[src/rtl/rsm_pkg.sv]
// Shared types, codes and sizing constants of the row span merge unit.
package rsm_pkg;

    localparam int MAX_RECTS_DEF = 16;
    localparam int RESULT_LIMIT  = 16;
    localparam int KW            = $clog2(RESULT_LIMIT);

    localparam logic [1:0] OP_LOAD  = 2'd0;
    localparam logic [1:0] OP_QUERY = 2'd1;
    localparam logic [1:0] OP_CLEAR = 2'd2;

    localparam logic [1:0] ST_OK    = 2'd0;
    localparam logic [1:0] ST_FULL  = 2'd1;
    localparam logic [1:0] ST_EMPTY = 2'd2;

    typedef struct packed {
        logic signed [15:0] left;
        logic signed [15:0] top;
        logic        [14:0] wide;
        logic        [14:0] tall;
    } t_rect;

    typedef struct packed {
        logic        [1:0]  status;
        logic signed [15:0] span_left;
        logic        [16:0] span_wide;
        logic               last;
    } t_result;

    function automatic t_result make_result(logic [1:0] status, logic signed [15:0] left,
                                            logic [16:0] wide, logic last);
        t_result r;
        r.status    = status;
        r.span_left = left;
        r.span_wide = wide;
        r.last      = last;
        return r;
    endfunction

endpackage

[src/rtl/row_span_merge_unit.sv]
// Top level of the row span merge unit: sequencer, rectangle store, output register.
//
// Input channel (i_in_valid / o_in_stall) carries one transaction per op:
// load a rectangle, query the merged spans of one row, or clear the store.
// Output channel (o_out_valid / i_out_stall) returns results; o_last marks
// the final result of each input transaction.
// A load, clear or unused op gives a single result. A query scans the
// stored rectangles once per selected rectangle, and once more to find
// none left, through the single read port of the store. The selection
// scan over the store sets the length of a query.
// The input stalls whenever a transaction is in progress; a final result
// held in the output register does not block the next input.
// Reset empties the store (count to zero) and clears both channels.
// While i_out_stall is high and a result is held, the output register keeps
// that result and the sequencer waits with the next span.
module row_span_merge_unit #(
    parameter int MAX_RECTS = rsm_pkg::MAX_RECTS_DEF
) (
    input  logic               i_clk,
    input  logic               i_rst_n,
    input  logic               i_in_valid,
    output logic               o_in_stall,
    input  logic [1:0]         i_op,
    input  logic signed [15:0] i_rect_left,
    input  logic signed [15:0] i_rect_top,
    input  logic [14:0]        i_rect_wide,
    input  logic [14:0]        i_rect_tall,
    input  logic signed [15:0] i_query_row,
    output logic               o_out_valid,
    input  logic               i_out_stall,
    output logic [1:0]         o_status,
    output logic signed [15:0] o_span_left,
    output logic [16:0]        o_span_wide,
    output logic               o_last
);

    localparam int AW = (MAX_RECTS > 1) ? $clog2(MAX_RECTS) : 1;
    localparam int CW = $clog2(MAX_RECTS + 1);

    logic              wr_en;
    logic [AW-1:0]     wr_addr;
    rsm_pkg::t_rect    wr_data;
    logic              rd_en;
    logic [AW-1:0]     rd_addr;
    rsm_pkg::t_rect    rd_data;
    logic              res_push;
    logic              res_rdy;
    rsm_pkg::t_result  res;

    logic              r_o_vld, n_o_vld;
    rsm_pkg::t_result  r_o;

    rsm_ctrl #(
        .MAX_RECTS (MAX_RECTS),
        .AW        (AW),
        .CW        (CW)
    ) u_ctrl (
        .i_clk       (i_clk),
        .i_rst_n     (i_rst_n),
        .i_in_valid  (i_in_valid),
        .o_in_stall  (o_in_stall),
        .i_op        (i_op),
        .i_rect_left (i_rect_left),
        .i_rect_top  (i_rect_top),
        .i_rect_wide (i_rect_wide),
        .i_rect_tall (i_rect_tall),
        .i_query_row (i_query_row),
        .o_wr_en     (wr_en),
        .o_wr_addr   (wr_addr),
        .o_wr_data   (wr_data),
        .o_rd_en     (rd_en),
        .o_rd_addr   (rd_addr),
        .i_rd_data   (rd_data),
        .o_res_push  (res_push),
        .i_res_rdy   (res_rdy),
        .o_res       (res)
    );

    rsm_store #(
        .DEPTH (MAX_RECTS),
        .AW    (AW)
    ) u_store (
        .i_clk     (i_clk),
        .i_wr_en   (wr_en),
        .i_wr_addr (wr_addr),
        .i_wr_data (wr_data),
        .i_rd_en   (rd_en),
        .i_rd_addr (rd_addr),
        .o_rd_data (rd_data)
    );

    // Take a new result when the register is empty or being drained.
    assign res_rdy = !r_o_vld || !i_out_stall;
    assign n_o_vld = res_rdy ? res_push : r_o_vld;

    always_ff @(posedge i_clk) begin
        if (!i_rst_n) begin
            r_o_vld <= 1'b0;
        end else begin
            r_o_vld <= n_o_vld;
        end
    end

    always_ff @(posedge i_clk) begin
        if (res_push && res_rdy) begin
            r_o <= res;
        end
    end

    assign o_out_valid = r_o_vld;
    assign o_status    = r_o.status;
    assign o_span_left = r_o.span_left;
    assign o_span_wide = r_o.span_wide;
    assign o_last      = r_o.last;

endmodule

[src/rtl/rsm_store.sv]
// Rectangle store: one write port, one read port with registered read data.
module rsm_store #(
    parameter int DEPTH = rsm_pkg::MAX_RECTS_DEF,
    parameter int AW    = (DEPTH > 1) ? $clog2(DEPTH) : 1
) (
    input  logic            i_clk,
    input  logic            i_wr_en,
    input  logic [AW-1:0]   i_wr_addr,
    input  rsm_pkg::t_rect  i_wr_data,
    input  logic            i_rd_en,
    input  logic [AW-1:0]   i_rd_addr,
    output rsm_pkg::t_rect  o_rd_data
);

    rsm_pkg::t_rect r_mem [DEPTH];
    rsm_pkg::t_rect r_rd_data;

    always_ff @(posedge i_clk) begin
        if (i_wr_en) begin
            r_mem[i_wr_addr] <= i_wr_data;
        end
    end

    always_ff @(posedge i_clk) begin
        if (i_rd_en) begin
            r_rd_data <= r_mem[i_rd_addr];
        end
    end

    assign o_rd_data = r_rd_data;

endmodule

[src/rtl/rsm_ctrl.sv]
// Sequencer: loads, clears, and the scan-select-merge loop of a row query.
module rsm_ctrl #(
    parameter int MAX_RECTS = rsm_pkg::MAX_RECTS_DEF,
    parameter int AW        = (MAX_RECTS > 1) ? $clog2(MAX_RECTS) : 1,
    parameter int CW        = $clog2(MAX_RECTS + 1)
) (
    input  logic                i_clk,
    input  logic                i_rst_n,
    input  logic                i_in_valid,
    output logic                o_in_stall,
    input  logic [1:0]          i_op,
    input  logic signed [15:0]  i_rect_left,
    input  logic signed [15:0]  i_rect_top,
    input  logic [14:0]         i_rect_wide,
    input  logic [14:0]         i_rect_tall,
    input  logic signed [15:0]  i_query_row,
    output logic                o_wr_en,
    output logic [AW-1:0]       o_wr_addr,
    output rsm_pkg::t_rect      o_wr_data,
    output logic                o_rd_en,
    output logic [AW-1:0]       o_rd_addr,
    input  rsm_pkg::t_rect      i_rd_data,
    output logic                o_res_push,
    input  logic                i_res_rdy,
    output rsm_pkg::t_result    o_res
);

    typedef enum logic [3:0] {
        S_IDLE = 4'b0001,
        S_SCAN = 4'b0010,
        S_PICK = 4'b0100,
        S_EMIT = 4'b1000
    } t_state;

    t_state                     r_state, n_state;
    t_state                     r_ret, n_ret;
    logic [CW-1:0]              r_count, n_count;
    logic signed [15:0]         r_row, n_row;
    logic [CW-1:0]              r_idx, n_idx;
    logic                       r_rd_vld, n_rd_vld;
    logic [AW-1:0]              r_rd_idx, n_rd_idx;
    logic [MAX_RECTS-1:0]       r_used, n_used;
    logic                       r_found, n_found;
    logic [AW-1:0]              r_best_idx, n_best_idx;
    logic signed [15:0]         r_best_lo, n_best_lo;
    logic signed [17:0]         r_best_hi, n_best_hi;
    logic                       r_open, n_open;
    logic signed [15:0]         r_cur_lo, n_cur_lo;
    logic signed [17:0]         r_cur_hi, n_cur_hi;
    logic [rsm_pkg::KW-1:0]     r_k, n_k;
    rsm_pkg::t_result           r_res, n_res;

    logic                       accept;
    logic                       full;
    logic signed [15:0]         rd_left;
    logic signed [15:0]         rd_top;
    logic signed [16:0]         rd_bot;
    logic signed [17:0]         rd_hi;
    logic                       hit;
    logic                       better;
    logic [16:0]                cur_wide;
    logic                       cap_last;

    assign accept   = i_in_valid && !o_in_stall;
    assign full     = (r_count == CW'(MAX_RECTS));
    assign o_in_stall = (r_state != S_IDLE);

    assign o_wr_en        = accept && (i_op == rsm_pkg::OP_LOAD) && !full;
    assign o_wr_addr      = r_count[AW-1:0];
    assign o_wr_data.left = i_rect_left;
    assign o_wr_data.top  = i_rect_top;
    assign o_wr_data.wide = i_rect_wide;
    assign o_wr_data.tall = i_rect_tall;

    // Reads happen only while scanning, writes only when idle: no overlap.
    assign o_rd_en   = (r_state == S_SCAN) && (r_idx < r_count);
    assign o_rd_addr = r_idx[AW-1:0];

    assign rd_left = i_rd_data.left;
    assign rd_top  = i_rd_data.top;
    assign rd_bot  = {rd_top[15], rd_top} + $signed({2'b00, i_rd_data.tall});
    assign rd_hi   = {{2{rd_left[15]}}, rd_left} + $signed({3'b000, i_rd_data.wide});
    assign hit     = r_rd_vld && (i_rd_data.tall != '0) && (r_row >= rd_top)
                     && ($signed({r_row[15], r_row}) < rd_bot) && !r_used[r_rd_idx];
    assign better  = !r_found || (rd_left < r_best_lo);

    assign cur_wide = 17'(r_cur_hi - {{2{r_cur_lo[15]}}, r_cur_lo});
    // The span that fills the last result slot ends the transaction.
    assign cap_last = (r_k == rsm_pkg::KW'(rsm_pkg::RESULT_LIMIT - 1));

    assign o_res_push = (r_state == S_EMIT) && i_res_rdy;
    assign o_res      = r_res;

    always_comb begin
        n_state    = r_state;
        n_ret      = r_ret;
        n_count    = r_count;
        n_row      = r_row;
        n_idx      = r_idx;
        n_rd_vld   = o_rd_en;
        n_rd_idx   = r_idx[AW-1:0];
        n_used     = r_used;
        n_found    = r_found;
        n_best_idx = r_best_idx;
        n_best_lo  = r_best_lo;
        n_best_hi  = r_best_hi;
        n_open     = r_open;
        n_cur_lo   = r_cur_lo;
        n_cur_hi   = r_cur_hi;
        n_k        = r_k;
        n_res      = r_res;

        unique case (r_state)
            S_IDLE: begin
                if (accept) begin
                    n_state = S_EMIT;
                    n_ret   = S_IDLE;
                    n_res   = rsm_pkg::make_result(rsm_pkg::ST_OK, '0, '0, 1'b1);
                    unique case (i_op)
                        rsm_pkg::OP_LOAD: begin
                            if (full) begin
                                n_res = rsm_pkg::make_result(rsm_pkg::ST_FULL, '0, '0, 1'b1);
                            end else begin
                                n_count = r_count + 1'b1;
                            end
                        end
                        rsm_pkg::OP_QUERY: begin
                            if (r_count == '0) begin
                                n_res = rsm_pkg::make_result(rsm_pkg::ST_EMPTY, '0, '0, 1'b1);
                            end else begin
                                n_state = S_SCAN;
                                n_row   = i_query_row;
                                n_idx   = '0;
                                n_used  = '0;
                                n_found = 1'b0;
                                n_open  = 1'b0;
                                n_k     = '0;
                            end
                        end
                        rsm_pkg::OP_CLEAR: begin
                            n_count = '0;
                        end
                        default: begin
                        end
                    endcase
                end
            end
            S_SCAN: begin
                if (o_rd_en) begin
                    n_idx = r_idx + 1'b1;
                end
                // Keep the smallest left among unused covering entries.
                if (hit && better) begin
                    n_found    = 1'b1;
                    n_best_idx = r_rd_idx;
                    n_best_lo  = rd_left;
                    n_best_hi  = rd_hi;
                end
                if ((r_idx == r_count) && !r_rd_vld) begin
                    n_state = S_PICK;
                end
            end
            S_PICK: begin
                if (!r_found) begin
                    n_state = S_EMIT;
                    n_ret   = S_IDLE;
                    if (r_open) begin
                        n_res = rsm_pkg::make_result(rsm_pkg::ST_OK, r_cur_lo, cur_wide, 1'b1);
                    end else begin
                        n_res = rsm_pkg::make_result(rsm_pkg::ST_EMPTY, '0, '0, 1'b1);
                    end
                end else begin
                    n_used[r_best_idx] = 1'b1;
                    n_idx   = '0;
                    n_found = 1'b0;
                    n_state = S_SCAN;
                    if (r_open && ($signed({{2{r_best_lo[15]}}, r_best_lo}) <= r_cur_hi)) begin
                        if (r_best_hi > r_cur_hi) begin
                            n_cur_hi = r_best_hi;
                        end
                    end else begin
                        n_open   = 1'b1;
                        n_cur_lo = r_best_lo;
                        n_cur_hi = r_best_hi;
                        if (r_open) begin
                            // Close the running span and emit it.
                            n_res   = rsm_pkg::make_result(rsm_pkg::ST_OK, r_cur_lo, cur_wide,
                                                           cap_last);
                            n_k     = r_k + 1'b1;
                            n_state = S_EMIT;
                            n_ret   = cap_last ? S_IDLE : S_SCAN;
                        end
                    end
                end
            end
            S_EMIT: begin
                if (i_res_rdy) begin
                    n_state = r_ret;
                end
            end
            default: begin
                n_state = S_IDLE;
            end
        endcase
    end

    always_ff @(posedge i_clk) begin
        if (!i_rst_n) begin
            r_state  <= S_IDLE;
            r_ret    <= S_IDLE;
            r_count  <= '0;
            r_rd_vld <= 1'b0;
        end else begin
            r_state  <= n_state;
            r_ret    <= n_ret;
            r_count  <= n_count;
            r_rd_vld <= n_rd_vld;
        end
    end

    always_ff @(posedge i_clk) begin
        r_row      <= n_row;
        r_idx      <= n_idx;
        r_rd_idx   <= n_rd_idx;
        r_used     <= n_used;
        r_found    <= n_found;
        r_best_idx <= n_best_idx;
        r_best_lo  <= n_best_lo;
        r_best_hi  <= n_best_hi;
        r_open     <= n_open;
        r_cur_lo   <= n_cur_lo;
        r_cur_hi   <= n_cur_hi;
        r_k        <= n_k;
        r_res      <= n_res;
    end

    a_count_bound: assert property (@(posedge i_clk) disable iff (!i_rst_n)
        r_count <= CW'(MAX_RECTS))
        else $error("stored count beyond capacity");

    a_rd_in_range: assert property (@(posedge i_clk) disable iff (!i_rst_n)
        r_rd_vld |-> ({1'b0, r_rd_idx} < {1'b0, r_count}))
        else $error("read returned for an entry beyond the stored count");

    a_no_wr_in_scan: assert property (@(posedge i_clk) disable iff (!i_rst_n)
        (r_state == S_SCAN) |-> !o_wr_en && $stable(r_count))
        else $error("store changed during a query scan");

    a_pick_marks: assert property (@(posedge i_clk) disable iff (!i_rst_n)
        (r_state == S_PICK && r_found) |=> r_used[$past(r_best_idx)])
        else $error("selected entry not marked as used");

endmodule
[config.mk]
export PLATFORM = sky130hd
export DESIGN_NAME = row_span_merge_unit
export DESIGN_NICKNAME = d
export VERILOG_FILES = /design/src/rtl/rsm_pkg.sv /design/src/rtl/row_span_merge_unit.sv /design/src/rtl/rsm_store.sv /design/src/rtl/rsm_ctrl.sv
export SDC_FILE = /design/constraint.sdc
export NUM_CORES = 1
export LEC_CHECK = 0
export ABC_AREA = 1
export BUFFER_PORTS_ARGS = -buffer_cell sky130_fd_sc_hd__buf_2
export CELL_PAD_IN_SITES_DETAIL_PLACEMENT = 0
export CELL_PAD_IN_SITES_GLOBAL_PLACEMENT = 1
export CORE_MARGIN = 2
export CORE_UTILIZATION = 45
export CTS_BUF_LIST = sky130_fd_sc_hd__clkbuf_2
export CTS_CLUSTER_DIAMETER = 150
export DETAILED_ROUTE_END_ITERATION = 12
export PLACE_DENSITY_LB_ADDON = 0.1
export SYNTH_ARGS = -nofsm -noshare
export SYNTH_HDL_FRONTEND = slang
export SYNTH_SLANG_ARGS = --single-unit
[constraint.sdc]
create_clock -name i_clk -period 6.6 [get_ports i_clk]
set_input_delay 0 -clock i_clk [delete_from_list [all_inputs] [get_ports i_clk]]
set_output_delay 0 -clock i_clk [all_outputs]
set_load 0.05 [all_outputs]
==> metrics.txt <==
status=finished, final reports clean; Post-Syn Instances=around 3800; final setup fails=0; Final TNS setup=0 ns; max cap viols=0; Syn Std Cell Area=about 0.052 mm²; max-slew violations=0; ANT nets after route=0; DIE AREA=approximately 0.12 mm²; Post-Route Utilization=roughly 52%; met3 GRT Util=roughly 4.8%; Synth Register Bits=between 1000 and 1500; Die Span Y=around 340 µm; worst hold slack=0.221 ns; deepest clock path buffer count=4; Port Buffers=121; WS Path Type=in2reg; Worst Setup Start Kind=primary input; CTS tree=done; post-synthesis sequential area ratio=between 70 and 80%; Net Sw Power=roughly 4.5 mW; final worst-path cycle share=between 60% and 70%; CTS Root Cell=clkbuf_2; cell row count=124; number of vias per cell=about 5.4; fin nets=about 4600; WHS Path Cells=3; commonest non-fill, non-tap cell in the layout=edfxtp_1; min-delay src=i_rect_wide[1]; synth unique cells=just under 50; syn nets=around 4000; cells on worst reg2reg path=9; Mean Syn Cell Area=about 14 µm²; layout cells sized above 1=16.0%; Routed wire per std cell=between 20 and 25 µm; Placed Cells incl. Taps=about 5300; Initial Util=a little under half; largest net degree at the start of global routing=between 150 and 200; CP Max Fanout=29; Power Internal=between 10 and 15 mW; CP Data Required Time=about 7.6 ns; total grt overflow=0; # clock sinks=~1300; clk_lat worst skew=approximately 1.6 ns; Finished Layout Cells=about 6100; htree depth=5; initial antenna violation count=12; Reg area=between 0.03 and 0.04 mm²; Sw Share=between 20% and 30%; met1 Track Usage GR=a little under a third; # Post-CTS Setup Buffers=0; Slew HR=roughly 20%; core area=approximately 0.11 mm²; Inserted Clock Buffers=~340; worst hold path type=in2reg; vias in the first global route=roughly 33000; vias=~33000; clock power share=around 33%; reg2reg end=u_store.r_mem[13][25]; Max Fclk=between 200 and 250 MHz; FF-to-FF setup slack=2.32 ns; Final Critical Period=roughly 4.4 ns; Async SR Flop Fraction=0%; final number of hold-violating endpoints=0; commonest cells after routing, fill and taps aside=edfxtp_1, nor2_1, clkbuf_2, nand2_1, o21ai_0; total power=16.2 mW; Multi-input gate area=approximately 0.013 mm²; Slew @ Worst Pin=approximately 1.2 ns; PD cells=about 270 mW/mm²; FILL cells=10000; I/O pin count=between 100 and 150; RSZ-0062 raised after global routing=no; critical path arrival=5.41 ns; drt drc=0; crit end category=flop; Synth Flop Type=edfxtp_1; Die Width=about 340 µm; peak supply drop=around 0.13 mV; Pleak=roughly 21 nW; gr usage total=23.4%; Reg clk slew, reported paths=0.08 ns; Logic pwr share=11.7%; area grow syn2layout=15.0%; clock skew=between 0.15 and 0.2 ns; GP Congestion=between 0.8 and 0.9; Most Crowded Layer GR=met2; Worst Hold End=u_store.r_mem[1][16]; first-pass GRT wire length=approximately 200 mm; placed wire-length estimate=76.1 mm; DR iter-0 viols=between 2000 and 3000; final wirelength=137 mm; Post-synth EDFFs=about 1200; M2 GR Usage=37.6%; Crit Reg-Reg Startpoint=u_ctrl.r_count[0]; drt first pass iters=6; Seq pwr share=between 50% and 60%; synth warn=0
layer usage:
metal / part of all wire (%) / wire, µm / up-vias
li1: - / - / 15600
met1: 44 / 60200 / 16200
met2: 48 / 65600 / 976
met3: 6.1 / 8380 / 206
met4: 2.3 / 3170 / 2
met5: 0.0095 / 13 / -
final cells by class:
| type | instances | area share [%] |
|---|---|---|
| Timing Repair Buffer | 426 | 6.06 |
| Multi-Input combinational cell | 2185 | 21.4 |
| Clock buffer | 496 | 4.18 |
| Sequential cell | 1256 | 63.2 |
| Tap cell | 1512 | 3.19 |
| Antenna cell | 4 | 0.0169 |
| Clock inverter | 64 | 0.706 |
| Inverter | 182 | 1.17 |
cells in the mapped netlist (2+ instances only):
cell type	count	area, µm²
buf_4	9	67.6
o21bai_1	2	15.0
fa_1	3	60.1
o21ai_0	300	1500
clkbuf_1	111	417
buf_2	57	285
xnor2_1	12	105
a21boi_1	2	15.0
dfxtp_1	17	340
o221ai_1	103	902
a21boi_2	2	22.5
a211oi_1	4	30.0
a21oi_1	120	601
o21ai_2	2	17.5
o211ai_1	28	210
a21o_1	5	37.5
a21boi_0	2	15.0
nor3b_1	2	15.0
inv_2	4	15.0
nand2_1	300	1130
mux2i_1	103	1030
o32ai_1	146	1280
edfxtp_1	1239	37200
nor3_1	12	60.1
nor4_1	3	18.8
ha_1	138	1730
nand4_1	14	87.6
inv_1	178	668
buf_1	14	52.6
o21ai_1	5	25.0
nor2_2	3	18.8
nand3_1	145	726
nor2_1	693	2600
o21a_1	2	15.0
xor2_1	20	175
worst max-delay path, stage by stage:
cell,delay [ns]
dlygate4sd3_1,0.54
dlygate4sd3_1,0.57
buf_2,0.13
dlygate4sd3_1,0.59
nor2_1,0.11
dlygate4sd3_1,0.57
nand2_1,0.06
dlygate4sd3_1,0.56
nor2_1,0.29
nand2_1,0.32
nor2_4,0.97
buf_4,0.65
logic make-up (layout without fill, tap and decap cells):
| group | Yosys count | after routing | synth area share, % |
|---|---|---|---|
| XOR/XNOR | 32 | 32 | 0.543 |
| multiplexers | 103 | 103 | 2.00 |
| AND/OR/NAND/NOR | 1178 | 1178 | 9.13 |
| other | 0 | 4 | 0 |
| flip-flops | 1256 | 1256 | 72.7 |
| adder cells (fa/ha/maj) | 141 | 141 | 3.46 |
| AO/OA/AOI/OAI | 731 | 731 | 9.22 |
| buffers and inverters | 373 | 1168 | 2.92 |
worst max-delay path by stage:
stage          cells past startpoint  slack (ns)               endpoint                   from
6_report                          12        2.22  u_store.r_mem[13][25]                i_op[1]
5_1_grt                           20        1.87   u_ctrl.r_best_hi[10]  u_store.o_rd_data[30]
4_1_cts                            9        2.31  u_store.r_mem[13][25]      u_ctrl.r_count[0]
3_5_place_dp                      20        2.38   u_ctrl.r_best_hi[13]  u_store.o_rd_data[30]
3_3_place_gp                      20        2.39   u_ctrl.r_best_hi[10]  u_store.o_rd_data[30]
2_1_floorplan                     19        0.80    u_ctrl.r_best_hi[0]  u_store.o_rd_data[30]
repair_timing:
action | 4_1_cts | 5_1_grt
endpoints found under the hold margin | 1925 | 0
gates resized for setup | 0 | 0
hold buffers | 246 | 0
power groups by stage:
stage / combinational (mW) / clock, mW / sequential, mW
floorplan: 1.07 / 0 / 9.18
global placement: 1.77 / 0 / 9.15
detailed placement: 1.78 / 0 / 9.15
CTS: 1.91 / 5.50 / 8.97
global route: 2.07 / 5.90 / 8.98
finish: 1.89 / 5.30 / 8.97
stage by stage:
stage / instance area [µm²] / setup WS [ns]
floorplan: 51600 / 0.801
finish: 59400 / 2.22
global placement: 54000 / 2.39
detailed placement: 54000 / 2.38
CTS: 59400 / 2.31
global route: 59400 / 1.87
registers in the layout, indices dropped and copies added, names as in the netlist, 5 cells and up:
| register | count |
|---|---|
| u_ctrl.r_idx | 5 |
| u_store.o_rd_data | 62 |
| u_ctrl.o_res | 36 |
| u_ctrl.r_cur_hi | 17 |
| u_ctrl.r_row | 16 |
| u_ctrl.r_best_lo | 16 |
| u_store.r_mem | 992 |
| u_ctrl.r_used | 16 |
| u_ctrl.r_cur_lo | 16 |
| u_ctrl.r_best_hi | 17 |
| o_span_wide | 17 |
| u_ctrl.r_count | 5 |
| o_span_left | 16 |
Power figures use the tool's default switching activity.
